`config.mk`:
```
export PLATFORM = sky130hd
export DESIGN_NAME = vf_ramp_phase_generator_top
export DESIGN_NICKNAME = d
export VERILOG_FILES = /design/src/design/vfr_pkg.sv /design/src/design/vfr_cfg_regs.sv /design/src/design/vfr_sermul.sv /design/src/design/vf_ramp_phase_generator_top.sv
export SDC_FILE = /design/constraint.sdc
export NUM_CORES = 1
export LEC_CHECK = 0
export ABC_AREA = 0
export BUFFER_PORTS_ARGS = -buffer_cell sky130_fd_sc_hd__buf_2
export CELL_PAD_IN_SITES_DETAIL_PLACEMENT = 1
export CELL_PAD_IN_SITES_GLOBAL_PLACEMENT = 1
export CORE_MARGIN = 2
export CORE_UTILIZATION = 30
export DETAILED_ROUTE_END_ITERATION = 10
export PLACE_DENSITY_LB_ADDON = 0.1
export SYNTH_ARGS = -nofsm -noshare
export SYNTH_HDL_FRONTEND = slang
export SYNTH_HIERARCHICAL = 1
export SYNTH_SLANG_ARGS = --single-unit
```
`constraint.sdc`:
```
create_clock -name clk -period 8 [get_ports clk]
set_input_delay 1.2 -clock clk [delete_from_list [all_inputs] [get_ports clk]]
set_output_delay 1.2 -clock clk [all_outputs]
set_load 0.05 [all_outputs]
```
`src/design/vfr_pkg.sv`:
```
// ----------------------------------------------------------------------------
// vfr_pkg
// Shared widths, register indexes and the configuration bundle of the
// open-loop v/f ramp and phase generator.
// ----------------------------------------------------------------------------
package vfr_pkg;

	localparam int FREQ_W     = 28;            // q12.16 hertz
	localparam int FREQ_FRAC  = 16;
	localparam int FACT_W     = 32;            // factors, slope, multiplicand
	localparam int PPH_W      = 23;
	localparam int MI_W       = 16;
	localparam int PHASE_W    = 32;
	localparam int PROD_W     = FACT_W + FREQ_W;
	localparam int MUL_STEPS  = FREQ_W;        // one multiplier bit per cycle
	localparam int CNT_W      = $clog2(MUL_STEPS);
	localparam int CFG_IDX_W  = 3;
	localparam int CFG_DATA_W = 32;

	typedef logic [CFG_IDX_W-1:0] cfg_idx_t;

	localparam cfg_idx_t REG_TARGET_FREQ  = 3'd0;
	localparam cfg_idx_t REG_START_FREQ   = 3'd1;
	localparam cfg_idx_t REG_ACCEL_FACTOR = 3'd2;
	localparam cfg_idx_t REG_DECEL_FACTOR = 3'd3;
	localparam cfg_idx_t REG_MI_SLOPE     = 3'd4;
	localparam cfg_idx_t REG_PHASE_PER_HZ = 3'd5;

	localparam logic [FREQ_W-1:0] RST_TARGET_FREQ  = 28'd0;
	localparam logic [FREQ_W-1:0] RST_START_FREQ   = 28'd65536;
	localparam logic [FACT_W-1:0] RST_ACCEL_FACTOR = 32'h8000_0000;
	localparam logic [FACT_W-1:0] RST_DECEL_FACTOR = 32'hFFFF_FFFF;
	localparam logic [FACT_W-1:0] RST_MI_SLOPE     = 32'd0;
	localparam logic [PPH_W-1:0]  RST_PHASE_PER_HZ = 23'd0;

	typedef struct packed {
		logic [FREQ_W-1:0] target_freq;
		logic [FREQ_W-1:0] start_freq;
		logic [FACT_W-1:0] accel_factor;
		logic [FACT_W-1:0] decel_factor;
		logic [FACT_W-1:0] mi_slope;
		logic [PPH_W-1:0]  phase_per_hz;
	} cfg_regs_t;

endpackage

```
`src/design/vfr_cfg_regs.sv`:
```
// ----------------------------------------------------------------------------
// vfr_cfg_regs
// Configuration register file, written by index, no read-back.
// ----------------------------------------------------------------------------
module vfr_cfg_regs (
	input  logic                                clk,
	input  logic                                arst_n,
	input  logic                                cfg_we,
	input  vfr_pkg::cfg_idx_t                   cfg_idx,
	input  logic [vfr_pkg::CFG_DATA_W-1:0]      cfg_wdata,
	output vfr_pkg::cfg_regs_t                  regs
);
	import vfr_pkg::*;

	cfg_regs_t regs_q;

	always_ff @(posedge clk or negedge arst_n) begin
		if (!arst_n) begin
			regs_q.target_freq  <= RST_TARGET_FREQ;
			regs_q.start_freq   <= RST_START_FREQ;
			regs_q.accel_factor <= RST_ACCEL_FACTOR;
			regs_q.decel_factor <= RST_DECEL_FACTOR;
			regs_q.mi_slope     <= RST_MI_SLOPE;
			regs_q.phase_per_hz <= RST_PHASE_PER_HZ;
		end else if (cfg_we) begin
			case (cfg_idx)
				REG_TARGET_FREQ:  regs_q.target_freq  <= cfg_wdata[FREQ_W-1:0];
				REG_START_FREQ:   regs_q.start_freq   <= cfg_wdata[FREQ_W-1:0];
				REG_ACCEL_FACTOR: regs_q.accel_factor <= cfg_wdata[FACT_W-1:0];
				REG_DECEL_FACTOR: regs_q.decel_factor <= cfg_wdata[FACT_W-1:0];
				REG_MI_SLOPE:     regs_q.mi_slope     <= cfg_wdata[FACT_W-1:0];
				REG_PHASE_PER_HZ: regs_q.phase_per_hz <= cfg_wdata[PPH_W-1:0];
				default: ;
			endcase
		end
	end

	assign regs = regs_q;

endmodule

```
`src/design/vfr_sermul.sv`:
```
// ----------------------------------------------------------------------------
// vfr_sermul
// Bit-serial shift-add multiplier: one multiplier bit per step, lsb first.
// After MUL_STEPS steps prod holds the exact unsigned product.
// ----------------------------------------------------------------------------
module vfr_sermul (
	input  logic                              clk,
	input  logic                              load,
	input  logic                              step,
	input  logic [vfr_pkg::FACT_W-1:0]        a,
	input  logic [vfr_pkg::FREQ_W-1:0]        b,
	output logic [vfr_pkg::PROD_W-1:0]        prod
);
	import vfr_pkg::*;

	logic [FACT_W-1:0] a_q;
	logic [FREQ_W-1:0] b_q;
	logic [FACT_W-1:0] hi_q;
	logic [FREQ_W-1:0] lo_q;
	logic [FACT_W:0]   sum;

	assign sum = {1'b0, hi_q} + (b_q[0] ? {1'b0, a_q} : {(FACT_W+1){1'b0}});

	always_ff @(posedge clk) begin
		if (load) begin
			a_q  <= a;
			b_q  <= b;
			hi_q <= '0;
			lo_q <= '0;
		end else if (step) begin
			// partial sum shifts right, its lsb drops into the low word
			hi_q <= sum[FACT_W:1];
			lo_q <= {sum[0], lo_q[FREQ_W-1:1]};
			b_q  <= {1'b0, b_q[FREQ_W-1:1]};
		end
	end

	assign prod = {hi_q, lo_q};

endmodule

```
`src/design/vf_ramp_phase_generator_top.sv`:
```
// ----------------------------------------------------------------------------
// vf_ramp_phase_generator_top
// Open-loop v/f ramp: per tick ramps frequency geometrically toward the
// target, derives the modulation index and advances the phase accumulator.
//
//   channel   direction  handshake              payload
//   input     in         in_valid / in_ready    restart
//   result    out        out_valid / out_ready  phase_angle, mod_index,
//                                               cur_freq, at_target
//   config    in         cfg_we                 cfg_idx, cfg_wdata
//
// One tick runs from accept through the serial ramp multiply, the clamp
// state, the index and phase multiplies running side by side, the output
// state and the idle state; a new tick is accepted only in the idle state.
// The serial multipliers handle one bit per cycle while they step.
// Reset clears frequency, phase and control, and loads the register defaults.
// A stalled result holds the block in its output state; the next beat is
// taken once the result register is free.
// ----------------------------------------------------------------------------
module vf_ramp_phase_generator_top (
	input  logic                              clk,
	input  logic                              arst_n,
	input  logic                              cfg_we,
	input  vfr_pkg::cfg_idx_t                 cfg_idx,
	input  logic [vfr_pkg::CFG_DATA_W-1:0]    cfg_wdata,
	input  logic                              in_valid,
	output logic                              in_ready,
	input  logic                              restart,
	output logic                              out_valid,
	input  logic                              out_ready,
	output logic [vfr_pkg::PHASE_W-1:0]       phase_angle,
	output logic [vfr_pkg::MI_W-1:0]          mod_index,
	output logic [vfr_pkg::FREQ_W-1:0]        cur_freq,
	output logic                              at_target
);
	import vfr_pkg::*;

	typedef enum logic [4:0] {
		ST_IDLE  = 5'b00001,
		ST_RAMP  = 5'b00010,
		ST_CLAMP = 5'b00100,
		ST_SCALE = 5'b01000,
		ST_DONE  = 5'b10000
	} state_t;

	cfg_regs_t          regs;
	state_t             state_q;
	logic [CNT_W-1:0]   cnt_q;
	logic [FREQ_W-1:0]  freq_q;
	logic [PHASE_W-1:0] phase_q;
	logic               up_q;
	logic               down_q;
	logic               out_valid_q;
	logic [PHASE_W-1:0] phase_angle_q;
	logic [MI_W-1:0]    mod_index_q;
	logic [FREQ_W-1:0]  cur_freq_q;
	logic               at_target_q;

	logic               accept;
	logic               emit;
	logic               last_step;
	logic [FREQ_W-1:0]  f_start;
	logic               mul_load0;
	logic               mul_load1;
	logic               mul_step;
	logic [FACT_W-1:0]  mul_a0;
	logic [FREQ_W-1:0]  mul_b;
	logic [PROD_W-1:0]  prod0;
	logic [PROD_W-1:0]  prod1;
	logic [FREQ_W:0]    grown;
	logic [FREQ_W-1:0]  shrunk;
	logic [FREQ_W-1:0]  f_new;
	logic [MI_W-1:0]    mi_sat;
	logic [PHASE_W-1:0] phase_next;

	vfr_cfg_regs u_cfg (
		.clk       (clk),
		.arst_n    (arst_n),
		.cfg_we    (cfg_we),
		.cfg_idx   (cfg_idx),
		.cfg_wdata (cfg_wdata),
		.regs      (regs)
	);

	assign in_ready  = (state_q == ST_IDLE);
	assign accept    = in_valid && in_ready;
	assign emit      = (state_q == ST_DONE) && (!out_valid_q || out_ready);
	assign last_step = (cnt_q == CNT_W'(MUL_STEPS - 1));
	assign f_start   = restart ? regs.start_freq : freq_q;

	// lane 0 does the ramp multiply, then the index multiply
	assign mul_load0 = accept || (state_q == ST_CLAMP);
	assign mul_load1 = (state_q == ST_CLAMP);
	assign mul_step  = (state_q == ST_RAMP) || (state_q == ST_SCALE);
	assign mul_a0    = (state_q == ST_CLAMP) ? regs.mi_slope :
	                   (f_start < regs.target_freq) ? regs.accel_factor : regs.decel_factor;
	assign mul_b     = (state_q == ST_CLAMP) ? f_new : f_start;

	vfr_sermul u_mul0 (
		.clk  (clk),
		.load (mul_load0),
		.step (mul_step),
		.a    (mul_a0),
		.b    (mul_b),
		.prod (prod0)
	);

	vfr_sermul u_mul1 (
		.clk  (clk),
		.load (mul_load1),
		.step (mul_step),
		.a    ({{(FACT_W-PPH_W){1'b0}}, regs.phase_per_hz}),
		.b    (f_new),
		.prod (prod1)
	);

	// clamp so the ramp never passes the target
	assign grown  = prod0[PROD_W-1:FACT_W-1];
	assign shrunk = prod0[PROD_W-1:FACT_W];

	always_comb begin
		f_new = freq_q;
		if (up_q) begin
			f_new = (grown > {1'b0, regs.target_freq}) ? regs.target_freq : grown[FREQ_W-1:0];
		end else if (down_q) begin
			f_new = (shrunk < regs.target_freq) ? regs.target_freq : shrunk;
		end
	end

	assign mi_sat     = (prod0[PROD_W-1:FACT_W+MI_W] != '0) ? {MI_W{1'b1}}
	                                                         : prod0[FACT_W+MI_W-1:FACT_W];
	assign phase_next = phase_q + prod1[FREQ_FRAC+PHASE_W-1:FREQ_FRAC];

	always_ff @(posedge clk or negedge arst_n) begin
		if (!arst_n) begin
			state_q     <= ST_IDLE;
			cnt_q       <= '0;
			freq_q      <= '0;
			phase_q     <= '0;
			up_q        <= 1'b0;
			down_q      <= 1'b0;
			out_valid_q <= 1'b0;
		end else begin
			if (emit) begin
				out_valid_q <= 1'b1;
			end else if (out_ready) begin
				out_valid_q <= 1'b0;
			end
			case (state_q)
				ST_IDLE: begin
					if (accept) begin
						freq_q  <= f_start;
						if (restart) begin
							phase_q <= '0;
						end
						up_q    <= (f_start < regs.target_freq);
						down_q  <= (f_start > regs.target_freq);
						cnt_q   <= '0;
						state_q <= ST_RAMP;
					end
				end
				ST_RAMP: begin
					cnt_q <= cnt_q + 1'b1;
					if (last_step) begin
						state_q <= ST_CLAMP;
					end
				end
				ST_CLAMP: begin
					freq_q  <= f_new;
					cnt_q   <= '0;
					state_q <= ST_SCALE;
				end
				ST_SCALE: begin
					cnt_q <= cnt_q + 1'b1;
					if (last_step) begin
						state_q <= ST_DONE;
					end
				end
				ST_DONE: begin
					if (emit) begin
						phase_q <= phase_next;
						state_q <= ST_IDLE;
					end
				end
				default: state_q <= ST_IDLE;
			endcase
		end
	end

	// result register
	always_ff @(posedge clk) begin
		if (emit) begin
			phase_angle_q <= phase_next;
			mod_index_q   <= mi_sat;
			cur_freq_q    <= freq_q;
			at_target_q   <= (freq_q == regs.target_freq);
		end
	end

	assign out_valid   = out_valid_q;
	assign phase_angle = phase_angle_q;
	assign mod_index   = mod_index_q;
	assign cur_freq    = cur_freq_q;
	assign at_target   = at_target_q;

endmodule
```
* Yosys cells after proc, flatten, opt, wreduce, memory -nomap -nowiden
Cells that the tools add are included.
** Word-level totals
- Logic and storage cells :: 104
- Register bits :: 528
- Bits of input ports :: 41
- Output and inout port bits :: 79
** Cells by class
- Equality and inequality tests :: 17
- Multiplexer cells :: 29
- Magnitude comparators :: 4
- $add $sub $neg :: 4
- Reductions and logical operators :: 26
** Operators with widths (count)
- 28-bit 2-to-1 mux :: 11
- 32-bit 2-to-1 mux :: 6
- 32-bit by 33-bit adder with 33-bit output :: 2
- 32-bit case mux with 2 select lines :: 1
- 28-bit less-than comparator :: 2
- 28-bit case mux with 2 select lines :: 1
- 32-bit adder :: 1
- 29-bit by 28-bit greater-than comparator with 1-bit output :: 1
- 28-bit equality test :: 1
- 28-bit greater-than comparator :: 1
- 5-bit 2-to-1 mux :: 5
- 5-bit case mux with 5 select lines :: 1
- 23-bit 2-to-1 mux :: 1
- 2-bit AND reduction :: 9
- 5-bit case mux with 3 select lines :: 1
- 12-bit nonzero test :: 1
- 5-bit equality test (second input constant) :: 2
- 2-bit nonzero test :: 5
- 4-bit AND reduction :: 2
- 3-bit by 2-bit equality test with 1-bit output (second input constant) :: 2
- 3-bit equality test (second input constant) :: 2
- 2-bit inequality test (second input constant) :: 3
- 5-bit by 1-bit adder with 5-bit output (second input constant) :: 1
- 5-bit by 1-bit equality test with 1-bit output (second input constant) :: 1
- other kinds (12) :: 17

* Depth between registers and ports, before layout
Gate-level depths: netlist of the first run.
- Word-level depth :: 6
- Depth in mapped cells :: 15
- Mapped depth without buffers :: 12

* Hierarchy
The synthesis of the first run kept the hierarchy.
** By module, submodules not included
- vf_ramp_phase_generator_top :: times used 1, area an instance 11743.8 sq um, sequential area each 4140.2 sq um, cells each 1275
- vfr_cfg_regs :: times used 1, area an instance 6630.1 sq um, sequential area each 4421.7 sq um, cells each 375
- vfr_sermul at u_mul1 :: times used 1, area an instance 6428.7 sq um, sequential area each 3002.9 sq um, cells each 611
- vfr_sermul at u_mul0 :: times used 1, area an instance 6277.3 sq um, sequential area each 3002.9 sq um, cells each 606

* Worst setup path after synthesis of the first run
Ideal clock, no wire load.
- Path kind :: input to register
- From :: in out_ready
- To :: reg at_target_q, in the netlist at_target, enable pin
- Setup slack :: 3.579 ns
- Arrival :: 3.949 ns
- Data required time :: 7.528 ns
- Cell stages on the path :: 4
- Setup time :: 0.472 ns
- Buffers on the path :: 2
- Cell sequence :: nand2b_1 -> nor2b_1 -> clkbuf_1 -> clkbuf_1
** Between the ends
- Cells in the longest elaborated chain, start to end :: 2
** RTL lines
- start: declaration :: RTL line vf_ramp_phase_generator_top.sv:30 : input logic out_ready,
- 1-bit logical OR :: RTL line vf_ramp_phase_generator_top.sv:87 : assign emit = (state_q == ST_DONE) && (!out_valid_q || out_ready);
- 1-bit logical AND :: RTL line vf_ramp_phase_generator_top.sv:87
- named net emit :: RTL line vf_ramp_phase_generator_top.sv:60 : logic emit;
- end signal: assignment :: RTL line vf_ramp_phase_generator_top.sv:196 : at_target_q <= (freq_q == regs.target_freq);
- end: declaration :: RTL line vf_ramp_phase_generator_top.sv:57 : logic at_target_q;
The timed path passes the listed nets, and every way through them passes these cells.
A chain may end at the register's enable or synchronous reset.

* Final worst setup path of the first run
- From :: in restart
- To :: reg u_mul0.a_q[13], data pin
** Between the ends
- Cells in the longest elaborated chain, start to end :: 4
** RTL lines
- start: declaration :: RTL line vf_ramp_phase_generator_top.sv:28 : input logic restart,
- 28-bit 2-to-1 mux :: RTL line vf_ramp_phase_generator_top.sv:89 : assign f_start = restart ? regs.start_freq : freq_q;
- 28-bit less-than comparator :: RTL line vf_ramp_phase_generator_top.sv:96 : (f_start < regs.target_freq) ? regs.accel_factor : regs.decel_factor;
- 32-bit 2-to-1 mux :: RTL line vf_ramp_phase_generator_top.sv:96
- 32-bit 2-to-1 mux :: RTL line vf_ramp_phase_generator_top.sv:95 : assign mul_a0 = (state_q == ST_CLAMP) ? regs.mi_slope :
- named net mul_a0[13] :: RTL line vf_ramp_phase_generator_top.sv:66 : logic [FACT_W-1:0] mul_a0;
- end signal: assignment :: RTL line vfr_sermul.sv:26 : a_q <= a;
- end: declaration :: RTL line vfr_sermul.sv:16 : logic [FACT_W-1:0] a_q;
The timed path passes the listed nets, and every way through them passes these cells.

==> key figures, run 1 <==
Yosys
  – Mapped cell area: 0.02957 mm^2
  – Syn Area/Cell: 10.83 um^2
  – Cell count after synthesis: 2729
  – Count of warnings emitted by yosys: 6

Critical path
  – Cell seen most often among critical-path stages: sky130_fd_sc_hd__a21o_1
  – Number of gates on the worst path with buffers counted: 13
  – Arrival time reported for the critical path endpoint: 5060 ps
  – Req. time, crit path: 8320 ps
  – Critical path class: input pin to flip-flop
  – CP Launch Type: input pin
  – Sum of buffers and inverters on the critical path: 2
  – Highest net fanout along the worst path: 34
  – Critical Path, Cell by Cell: buf_2 -> mux2_2 -> ha_1 -> a21o_1 -> a21o_1 -> a21o_1 -> a21oi_1 -> o221ai_1 -> a221oi_1 -> o21ai_4 -> buf_4 -> mux2i_1 -> o21ai_1
  – Master of the slowest instance on the critical path: sky130_fd_sc_hd__buf_2
  – Depth of the worst register-to-register path: 11
  – Kind of cell adding the most delay to the critical path: compound AO/OA/AOI/OAI gates
  – Crit path largest cell delay: 670 ps
  – Worst Setup End Kind: flip-flop

Final layout
  – Filler cell count in the final layout: 10680
  – Final Instance Count excl. Fillers: 4164
  – Fraction of layout instances using a drive strength above 1: 0.2083
  – Area Overhead vs Synth: 14.04%
  – Commonest cells after routing, fill and taps aside: 250 x sky130_fd_sc_hd__mux2_2, 216 x sky130_fd_sc_hd__nor2_1, 211 x sky130_fd_sc_hd__dfrtp_1
  – Fin nets: 3045
  – Leading cell type in the layout, fill and taps excluded: sky130_fd_sc_hd__mux2_2

Job
  – Max_cap viols: 0

Power
  – Power per standard cell area: 368.9 mW/mm^2
  – Worst vdd ir: 0.0001337 V
  – Static Leakage: 13.97 nW

Die
  – Die extent in x: 317.9 um
  – # IOs: 120
  – Area enclosed by the die boundary: 0.1011 mm^2
  – Vertical die dimension: 317.9 um
  – Total core area: 0.09799 mm^2
  – Initial Util: 0.3018
  – FP Rows: 115

CTS
  – # H-tree levels: 3
  – Later-pin clock latency in the skew report: 630 ps
  – Total CTS buffers: 67
  – Root buffer cell: sky130_fd_sc_hd__clkbuf_16
  – Maximum root-to-sink buffer count: 3
  – Post-cts resize count: 0
  – Hold-fix buffers, CTS: 0
  – Post-CTS Setup Inserts: 0
  – Clock input transition at the sequential cells of the worst setup and hold paths: 50 ps
  – Sink Count: 521
  – Clock tree from TritonCTS: built

Detailed routing
  – Vias per cell: 5.199
  – Remaining DRCs: 0
  – Post-detailed-route count of antenna-violating nets: 0
  – Number of vias after detailed routing: 21650
  – Wirelength per Cell: 22.71 um
  – DRT Pass-1 Iters: 5
  – DR iter-0 viols: 951
  – Final WL: 94.57 mm

GRT
  – Overall global routing resource usage: 0.1867
  – First-pass GRT wire length: 146.1 mm
  – Maximum number of pins on one net before global-route repair: 155
  – Overflow after GRT: 0
  – Vias in the first global route: 23610
  – Initial antenna violation count: 8

Min path
  – Worst hold path stage count: 0
  – Class of the tightest hold or removal check: flip-flop to flip-flop

Timing
  – Transition time at the pin with the least slew margin: 996.1 ps
  – Highest achievable clock rate: 210.7 MHz
  – Clock period minus final worst setup slack: 4746 ps
  – Final count of negative-setup-slack endpoints: 0
  – Worst clock skew on the final layout: 30.73 ps
  – Worst slew margin relative to its limit: 0.3359
  – Final worst-path cycle share: 0.5932
  – Count of pins over their slew limit: 0
  – RSZ-0062 raised after global routing: no
  – Final TNS setup: 0 ps
  – Count of final hold-check violations: 0

Placement
  – Placed cell count: 4040
  – Half-perimeter wire length after placement: 67.08 mm
  – Number of I/O port buffers: 119
  – Global placement routability congestion: 0.8401

Run status
  – Run status: finished clean
-- power by group --
part	leakage [nW]	total (mW)	switching, mW	internal [mW]
registers	5.41	4.38	0.707	3.67
clock network	1.06	3.07	1.23	1.84
logic	7.50	4.99	3.00	2.00
total	14.0	12.4	4.93	7.51
-- cell type report --
cell class	count	area, um^2	area share
Clock buffer	99	1921	0.05696
Clock inverter	24	302.8	0.008980
Tap cell	1287	1610	0.04776
Antenna cell	1	2.502	0.00007421
Sequential cell	521	13690	0.4060
Multi-Input combinational cell	1998	15040	0.4460
Timing Repair Buffer	145	813.3	0.02412
Inverter	89	341.6	0.01013
-- per-stage QoR --
step	cell area, um^2	total power, mW	hold slack [ps]	setup slack (ps)	utilization
6_report	33720	12.44	442.0	3254	0.3441
5_1_grt	33720	13.34	444.4	2969	0.3441
4_1_cts	33720	12.65	443.0	3155	0.3441
3_5_place_dp	31490	9.472	428.7	2487	0.3214
3_3_place_gp	31490	9.333	427.0	2591	0.3214
2_1_floorplan	29600	7.749	419.4	3579	-
-- layer usage --
metal | global-route usage | part of all wire | wire, um
met5 | 0 | 0 | 0
met4 | 0.06148 | 0.026 | 2454
met3 | 0.02739 | 0.033 | 3155
met2 | 0.3201 | 0.48 | 45610
met1 | 0.2406 | 0.46 | 43350
-- path summary, 6_finish.rpt --
path	start	to	slack, ps
min	u_cfg/regs[11]	u_mul1/a_q[11]	440
max in group asynchronous	arst_n	down_q	5980
min reg2reg	u_cfg/regs[11]	u_mul1/a_q[11]	440
max reg2reg	u_mul0/hi_q[25]	u_mul0/b_q[16]	3940
max	restart	u_mul0/a_q[13]	3250
min in group asynchronous	arst_n	phase_q[11]	620
-- state kept, by name (all words and copies together), names as in the netlist --
signal / count
u_cfg/regs: 175
phase_angle: 32
phase_q: 32
u_mul0/a_q: 32
u_mul0/hi_q: 32
u_mul1/a_q: 32
u_mul1/hi_q: 32
cur_freq: 28
freq_q: 28
u_mul0/b_q: 28
u_mul1/b_q: 28
mod_index: 16
u_mul1/lo_q: 12
cnt_q: 5
state_q: 5
at_target: 1
down_q: 1
out_valid: 1
up_q: 1
Note: power is estimated with default switching activity, not from simulation.
==> run 2: changes to the inputs <==
Clock period 8 ns to 4.5 ns, I/O delays scaled along.
==> run 2 against run 1 <==
Compared with the run above:
- die area unchanged
- total power up 82%
- sequential share of layout area down 0.44 points
- highest routed layer unchanged
- critical path type is now flip-flop to flip-flop
- count of clock-buffer cells in the layout down 2
- non-clock buffer count up 27
==> key figures, run 2 (synthesis results as in run 1) <==
Detailed routing
  – Remaining DRCs: 0 (unchanged)
  – Post-detailed-route count of antenna-violating nets: 0 (unchanged)
  – Final WL: 95.79 mm (+1.3%)
  – DRT Pass-1 Iters: 5 (unchanged)
  – DR iter-0 viols: 1130 (+19%)
  – Number of vias after detailed routing: 21840 (+0.89%)
  – Wirelength per Cell: 22.86 um (+0.64%)
  – Vias per cell: 5.212 (+0.24%)

Placement
  – Number of I/O port buffers: 119 (unchanged)
  – Half-perimeter wire length after placement: 69.01 mm (+2.9%)
  – Global placement routability congestion: 0.8914 (+6.1%)

CTS
  – # H-tree levels: 3 (unchanged)
  – Hold-fix buffers, CTS: 0 (unchanged)
  – Post-cts resize count: 0 (unchanged)
  – Root buffer cell: sky130_fd_sc_hd__clkbuf_16
  – Sink Count: 521 (unchanged)
  – Clock tree from TritonCTS: built
  – Total CTS buffers: 68 (+1.5%)
  – Clock input transition at the sequential cells of the worst setup and hold paths: 60 ps (about the same)
  – Maximum root-to-sink buffer count: 3 (unchanged)
  – Later-pin clock latency in the skew report: 620 ps (about the same)
  – Post-CTS Setup Inserts: 0 (unchanged)

GRT
  – Maximum number of pins on one net before global-route repair: 111 (-28%)
  – Vias in the first global route: 23840 (+1.0%)
  – Overall global routing resource usage: 0.1889 (+0.002184)
  – Overflow after GRT: 0 (unchanged)
  – Initial antenna violation count: 4 (-4)
  – First-pass GRT wire length: 147.4 mm (+0.88%)

Job
  – Max_cap viols: 0 (unchanged)

Final layout
  – Leading cell type in the layout, fill and taps excluded: sky130_fd_sc_hd__mux2_2
  – Commonest cells after routing, fill and taps aside: 250 x sky130_fd_sc_hd__mux2_2, 217 x sky130_fd_sc_hd__nor2_1, 211 x sky130_fd_sc_hd__dfrtp_1
  – Largest register FFs: 175 (unchanged)
  – Core occupancy in the finished layout: 0.3479 (+0.003729)
  – Inserted Diodes: 0 (-1)
  – Area Overhead vs Synth: 15.28%
  – Fraction of layout instances using a drive strength above 1: 0.2176 (+0.009355)
  – Fin nets: 3073 (+0.92%)

Critical path
  – Critical Path, Cell by Cell: ha_1 -> nand4_1 -> inv_1 -> a221oi_1 -> o21ai_0 -> a21oi_1 -> a21o_1 -> buf_4 -> mux2_1 -> a21oi_1 -> a21oi_1 -> mux2_2
  – Highest net fanout along the worst path: 21 (-38%)
  – CP Launch Type: flip-flop
  – Cell seen most often among critical-path stages: sky130_fd_sc_hd__a21oi_1
  – Critical path class: flip-flop to flip-flop
  – Master of the slowest instance on the critical path: sky130_fd_sc_hd__dfxtp_1
  – Arrival time reported for the critical path endpoint: 4230 ps (-830 ps)
  – Worst Setup End Kind: flip-flop
  – Depth of the worst register-to-register path: 12 (+1)
  – Sum of buffers and inverters on the critical path: 2 (unchanged)
  – Critical R2R Launch: u_mul0/hi_q[26]
  – Worst setup path startpoint: u_mul0/hi_q[26]
  – Number of gates on the worst path with buffers counted: 12 (-1)
  – Req. time, crit path: 4860 ps (-3460 ps)
  – Kind of cell adding the most delay to the critical path: compound AO/OA/AOI/OAI gates
  – Crit path largest cell delay: 660 ps (about the same)

Die
  – # IOs: 120 (unchanged)
  – FP Rows: 115 (unchanged)
  – Initial Util: 0.3018 (unchanged)
  – Area enclosed by the die boundary: 0.1011 mm^2 (unchanged)
  – Total core area: 0.09799 mm^2 (unchanged)
  – Die extent in x: 317.9 um (unchanged)
  – Vertical die dimension: 317.9 um (unchanged)

Run status
  – Run status: finished clean

Power
  – Share of power burned in registers: 0.341 (-0.011)
  – Static Leakage: 14.19 nW (+1.6%)
  – Share of total power in combinational logic: 0.406 (+0.005)
  – Worst vdd ir: 0.0002480 V (+85%)
  – Clk network pwr share: 0.253 (+0.006)
  – Power per standard cell area: 664.4 mW/mm^2 (+80%)
  – Power dissipated by switching net loads: 8.931 mW (+81%)
  – Switching power as a share of total power: 0.3944 (-0.002262)
  – Internal power consumption: 13.71 mW (+83%)

Timing
  – Transition time at the pin with the least slew margin: 959.7 ps (-36.35 ps)
  – Clock period minus final worst setup slack: 3872 ps
  – Final worst-path cycle share: 0.8603
  – Final count of negative-setup-slack endpoints: 0 (unchanged)
  – RSZ-0062 raised after global routing: no
  – Final TNS setup: 0 ps (unchanged)
  – Highest achievable clock rate: 258.3 MHz
  – Count of final hold-check violations: 0 (unchanged)
  – Worst slew margin relative to its limit: 0.3543 (+0.01833)
  – Worst clock skew on the final layout: 22.21 ps (-8.521 ps)
  – Count of pins over their slew limit: 0 (unchanged)

Min path
  – Class of the tightest hold or removal check: input pin to asynchronous set/reset pin
==> run 2: changes by cell type in the layout (fill, tap and decap cells not counted), sizes merged <==
| cell | previous run | this run |
|---|---|---|
| buf | 145 | 172 |
| diode | 1 | 0 |
| bufinv | 5 | 8 |
| clkbuf | 99 | 97 |
==> run 2: layout make-up <==
type | instances | area (um^2)
repair buffers | 172 | 1066
well taps | 1287 | 1610
flip-flops and latches | 521 | 13690
inverters | 89 | 341.6
clock inverters | 27 | 379.1
multi-input cells | 1998 | 15040
fillers | 10750 | 63900
clock buffers | 97 | 1963
==> run 2: worst reg2reg max path, cell delays in order (launching register included) <==
cell and delay (ps):
sky130_fd_sc_hd__dfxtp_1 660, sky130_fd_sc_hd__ha_1 370, sky130_fd_sc_hd__nand4_1 180, sky130_fd_sc_hd__inv_1 60
sky130_fd_sc_hd__a221oi_1 310, sky130_fd_sc_hd__o21ai_0 270, sky130_fd_sc_hd__a21oi_1 190, sky130_fd_sc_hd__a21o_1 120
sky130_fd_sc_hd__buf_4 350, sky130_fd_sc_hd__mux2_1 400, sky130_fd_sc_hd__a21oi_1 290, sky130_fd_sc_hd__a21oi_1 130
sky130_fd_sc_hd__mux2_2 310
==> run 2: worst paths after layout <==
| check | end | slack, ps |
|---|---|---|
| hold reg to reg | u_mul1/a_q[11] | 440 |
| setup / recovery | u_mul0/b_q[20] | 630 |
| max in group asynchronous | u_cfg/regs[50] | 3330 |
| setup reg to reg | u_mul0/b_q[20] | 630 |
| hold / removal | phase_q[6] | 10 |
| min in group clk | state_q[0] | 300 |
==> run 2: per-layer routing <==
layer,global-route usage,routed length [um],vias up
met5,0,0,-
met4,0.06847,2893,0
met3,0.02401,2967,149
met2,0.3138,45090,332
met1,0.2517,44840,11100
li1,-,-,10260
==> run 2: power by group through the flow <==
stage	sequential (mW)	clock (mW)	combinational, mW
final	7.72	5.73	9.20
after global routing	7.89	6.10	10.2
after CTS	7.74	5.93	9.32
after detailed placement	7.81	0	9.25
after global placement	7.79	0	8.99
after floorplan	7.21	0	6.57
==> run 2: through the flow <==
| stage | std cells | hold slack (ps) | setup WS (ps) | area [um^2] | power (mW) |
|---|---|---|---|---|---|
| 6_report | 4191 | 11.63 | 628.4 | 34090 | 22.65 |
| 5_1_grt | 4191 | 46.85 | 462.4 | 34090 | 24.23 |
| 4_1_cts | 4191 | 10.60 | 609.4 | 34090 | 22.98 |
| 3_5_place_dp | 4067 | 428.8 | 158.0 | 31740 | 17.06 |
| 3_3_place_gp | 4067 | 426.5 | 234.1 | 31740 | 16.78 |
| 2_1_floorplan | 2737 | 379.4 | 429.3 | 29600 | 13.78 |
==> run 3: changes to the inputs <==
Settings changed: PLACE_DENSITY set to 0.62, PLACE_DENSITY_LB_ADDON 0.1 to not set, SKIP_CTS_REPAIR_TIMING set to 1.
==> run 3 against run 2 <==
Compared with the run above:
- global-route usage shrank 1.5 points
- die area is the same
- flip-flop and latch count did not move
- clock power decreased by 5.6%
- register-to-register slack got worse by 190 ps
- non-clock buffer count grew 1
- final cell count hardly changed
- first-iteration DRC count fell by 14%
- worst hold slack improved by 90 ps
- core utilization fell by 0.11 points
- largest cell class unchanged
- highest routed layer is now met5
==> key figures, run 3 (synthesis results as in run 1) <==
Power
  – Static Leakage: 14.15 nW (-0.31%)
  – Power per standard cell area: 651.8 mW/mm^2 (-1.9%)
  – Worst vdd ir: 0.0002697 V (+8.7%)
  – Final Total Pwr: 22.14 mW (-2.2%)

Job
  – Max_cap viols: 0 (unchanged)

Critical path
  – Highest net fanout along the worst path: 28 (+33%)
  – Arrival time reported for the critical path endpoint: 4400 ps (+170 ps)
  – CP Launch Type: flip-flop
  – Critical path class: flip-flop to flip-flop
  – Req. time, crit path: 4840 ps (-20 ps)
  – Worst Setup End Kind: flip-flop

Timing
  – Final worst-path cycle share: 0.9029 (+0.04259)
  – Final count of negative-setup-slack endpoints: 0 (unchanged)
  – Clock period minus final worst setup slack: 4063 ps (+191.6 ps)
  – Final TNS setup: 0 ps (unchanged)
  – Worst clock skew on the final layout: 30.76 ps (+8.549 ps)
  – Worst slew margin relative to its limit: 0.2249 (-0.1294)
  – Count of final hold-check violations: 0 (unchanged)
  – Transition time at the pin with the least slew margin: 1163 ps (+202.9 ps)
  – RSZ-0062 raised after global routing: no
  – Highest achievable clock rate: 246.1 MHz (-4.7%)
  – Count of pins over their slew limit: 0 (unchanged)

CTS
  – # H-tree levels: 3 (unchanged)
  – Later-pin clock latency in the skew report: 610 ps (about the same)
  – Clock input transition at the sequential cells of the worst setup and hold paths: 60 ps (about the same)
  – Maximum root-to-sink buffer count: 3 (unchanged)
  – Clock tree from TritonCTS: built
  – Root buffer cell: sky130_fd_sc_hd__clkbuf_16
  – Sink Count: 521 (unchanged)
  – Total CTS buffers: 66 (-2.9%)

Final layout
  – Leading cell type in the layout, fill and taps excluded: sky130_fd_sc_hd__mux2_2
  – Area Overhead vs Synth: 14.90%
  – Fraction of layout instances using a drive strength above 1: 0.2172 (-0.0004644)
  – Commonest cells after routing, fill and taps aside: 250 x sky130_fd_sc_hd__mux2_2, 217 x sky130_fd_sc_hd__nor2_1, 211 x sky130_fd_sc_hd__dfrtp_1
  – Fin nets: 3072 (-0.033%)
  – Largest register FFs: 175 (unchanged)

Detailed routing
  – Final WL: 88.11 mm (-8.0%)
  – Post-detailed-route count of antenna-violating nets: 0 (unchanged)
  – DRT Pass-1 Iters: 7 (+2)
  – Remaining DRCs: 0 (unchanged)
  – Wirelength per Cell: 21.03 um (-8.0%)
  – DR iter-0 viols: 975 (-14%)
  – Vias per cell: 5.184 (-0.53%)
  – Number of vias after detailed routing: 21720 (-0.58%)

Min path
  – Class of the tightest hold or removal check: input pin to asynchronous set/reset pin

Die
  – Vertical die dimension: 317.9 um (unchanged)
  – Die extent in x: 317.9 um (unchanged)
  – Initial Util: 0.3018 (unchanged)
  – Area enclosed by the die boundary: 0.1011 mm^2 (unchanged)
  – # IOs: 120 (unchanged)
  – FP Rows: 115 (unchanged)
  – Total core area: 0.09799 mm^2 (unchanged)

GRT
  – Overflow after GRT: 0 (unchanged)
  – Initial antenna violation count: 9 (+5)
  – Overall global routing resource usage: 0.1738 (-0.01513)
  – Vias in the first global route: 22780 (-4.5%)
  – Maximum number of pins on one net before global-route repair: 92 (-17%)
  – First-pass GRT wire length: 138.0 mm (-6.4%)

Placement
  – Number of I/O port buffers: 119 (unchanged)
  – Half-perimeter wire length after placement: 63.96 mm (-7.3%)
  – Global placement routability congestion: 0.8408 (-5.7%)

Run status
  – Run status: finished clean
## run 3: cell types whose count changed in the layout (fill, tap and decap cells not counted)
cell and change:
sky130_fd_sc_hd__clkinv_2 +5, sky130_fd_sc_hd__clkbuf_1 -5, sky130_fd_sc_hd__diode_2 +1, sky130_fd_sc_hd__clkinv_8 -2
sky130_fd_sc_hd__clkbuf_8 -9, sky130_fd_sc_hd__clkinv_4 +4, sky130_fd_sc_hd__clkinvlp_4 -1, sky130_fd_sc_hd__a41o_2 +1
sky130_fd_sc_hd__a41o_1 -1, sky130_fd_sc_hd__clkinv_1 +5, sky130_fd_sc_hd__bufinv_16 -1, sky130_fd_sc_hd__buf_12 +1
## run 3: report_power, final
| part | switching (mW) | total (mW) | internal (mW) |
|---|---|---|---|
| Combinational | 5.37 | 9.07 | 3.70 |
| Clock | 2.13 | 5.41 | 3.28 |
| Sequential | 1.14 | 7.66 | 6.52 |
## run 3: area by class of cell
cell class | instances | area (um^2)
Fill cell | 10840 | 64010
Inverter | 89 | 341.6
Multi-Input combinational cell | 1998 | 15040
Antenna cell | 1 | 2.502
Tap cell | 1287 | 1610
Clock buffer | 83 | 1821
Clock inverter | 37 | 387.9
Timing Repair Buffer | 173 | 1086
Sequential cell | 521 | 13690
## run 3: per-stage QoR
| step | std cells | hold slack, ps | utilization | setup WS (ps) | instance area (um^2) |
|---|---|---|---|---|---|
| detailed placement | 4068 | 432.4 | 0.3242 | 403.7 | 31760 |
| global route | 4188 | 146.1 | 0.3467 | 98.93 | 33970 |
| finish | 4189 | 101.3 | 0.3467 | 436.8 | 33980 |
| global placement | 4068 | 426.1 | 0.3242 | 465.0 | 31760 |
| CTS | 4188 | 123.2 | 0.3467 | 442.4 | 33970 |
| floorplan | 2737 | 379.4 | - | 429.3 | 29600 |
## run 3: worst paths after layout
path / to / start / slack, ps / cells after the start
max in group asynchronous: u_cfg/regs[64] / arst_n / 3350 / 2
setup reg to reg: u_mul0/b_q[0] / u_cfg/regs[170] / 440 / 12
hold / removal: phase_q[7] / arst_n / 100 / 1
setup / recovery: u_mul0/b_q[0] / u_cfg/regs[170] / 440 / 12
hold reg to reg: u_mul1/a_q[2] / u_cfg/regs[2] / 440 / 0
min in group clk: state_q[0] / in_valid / 300 / 2
## run 3: critical path, cell delays in order, from the launching register on
cell	delay, ps
sky130_fd_sc_hd__dfrtp_1	460
sky130_fd_sc_hd__inv_1	130
sky130_fd_sc_hd__ha_1	330
sky130_fd_sc_hd__nand4_1	150
sky130_fd_sc_hd__nor4_1	370
sky130_fd_sc_hd__nand2_1	90
sky130_fd_sc_hd__o211ai_1	110
sky130_fd_sc_hd__a41o_2	780
sky130_fd_sc_hd__mux2i_1	270
sky130_fd_sc_hd__a211oi_1	90
sky130_fd_sc_hd__a21oi_1	530
sky130_fd_sc_hd__mux2i_1	150
sky130_fd_sc_hd__mux2_2	310
## run 3: metal layers
metal / track usage / wire length, um / up-vias
li1: - / - / 10280
met1: 0.2379 / 42060 / 10980
met2: 0.2847 / 40790 / 335
met3: 0.02630 / 3224 / 110
met4: 0.04794 / 2015 / 4
met5: 0 / 24 / -
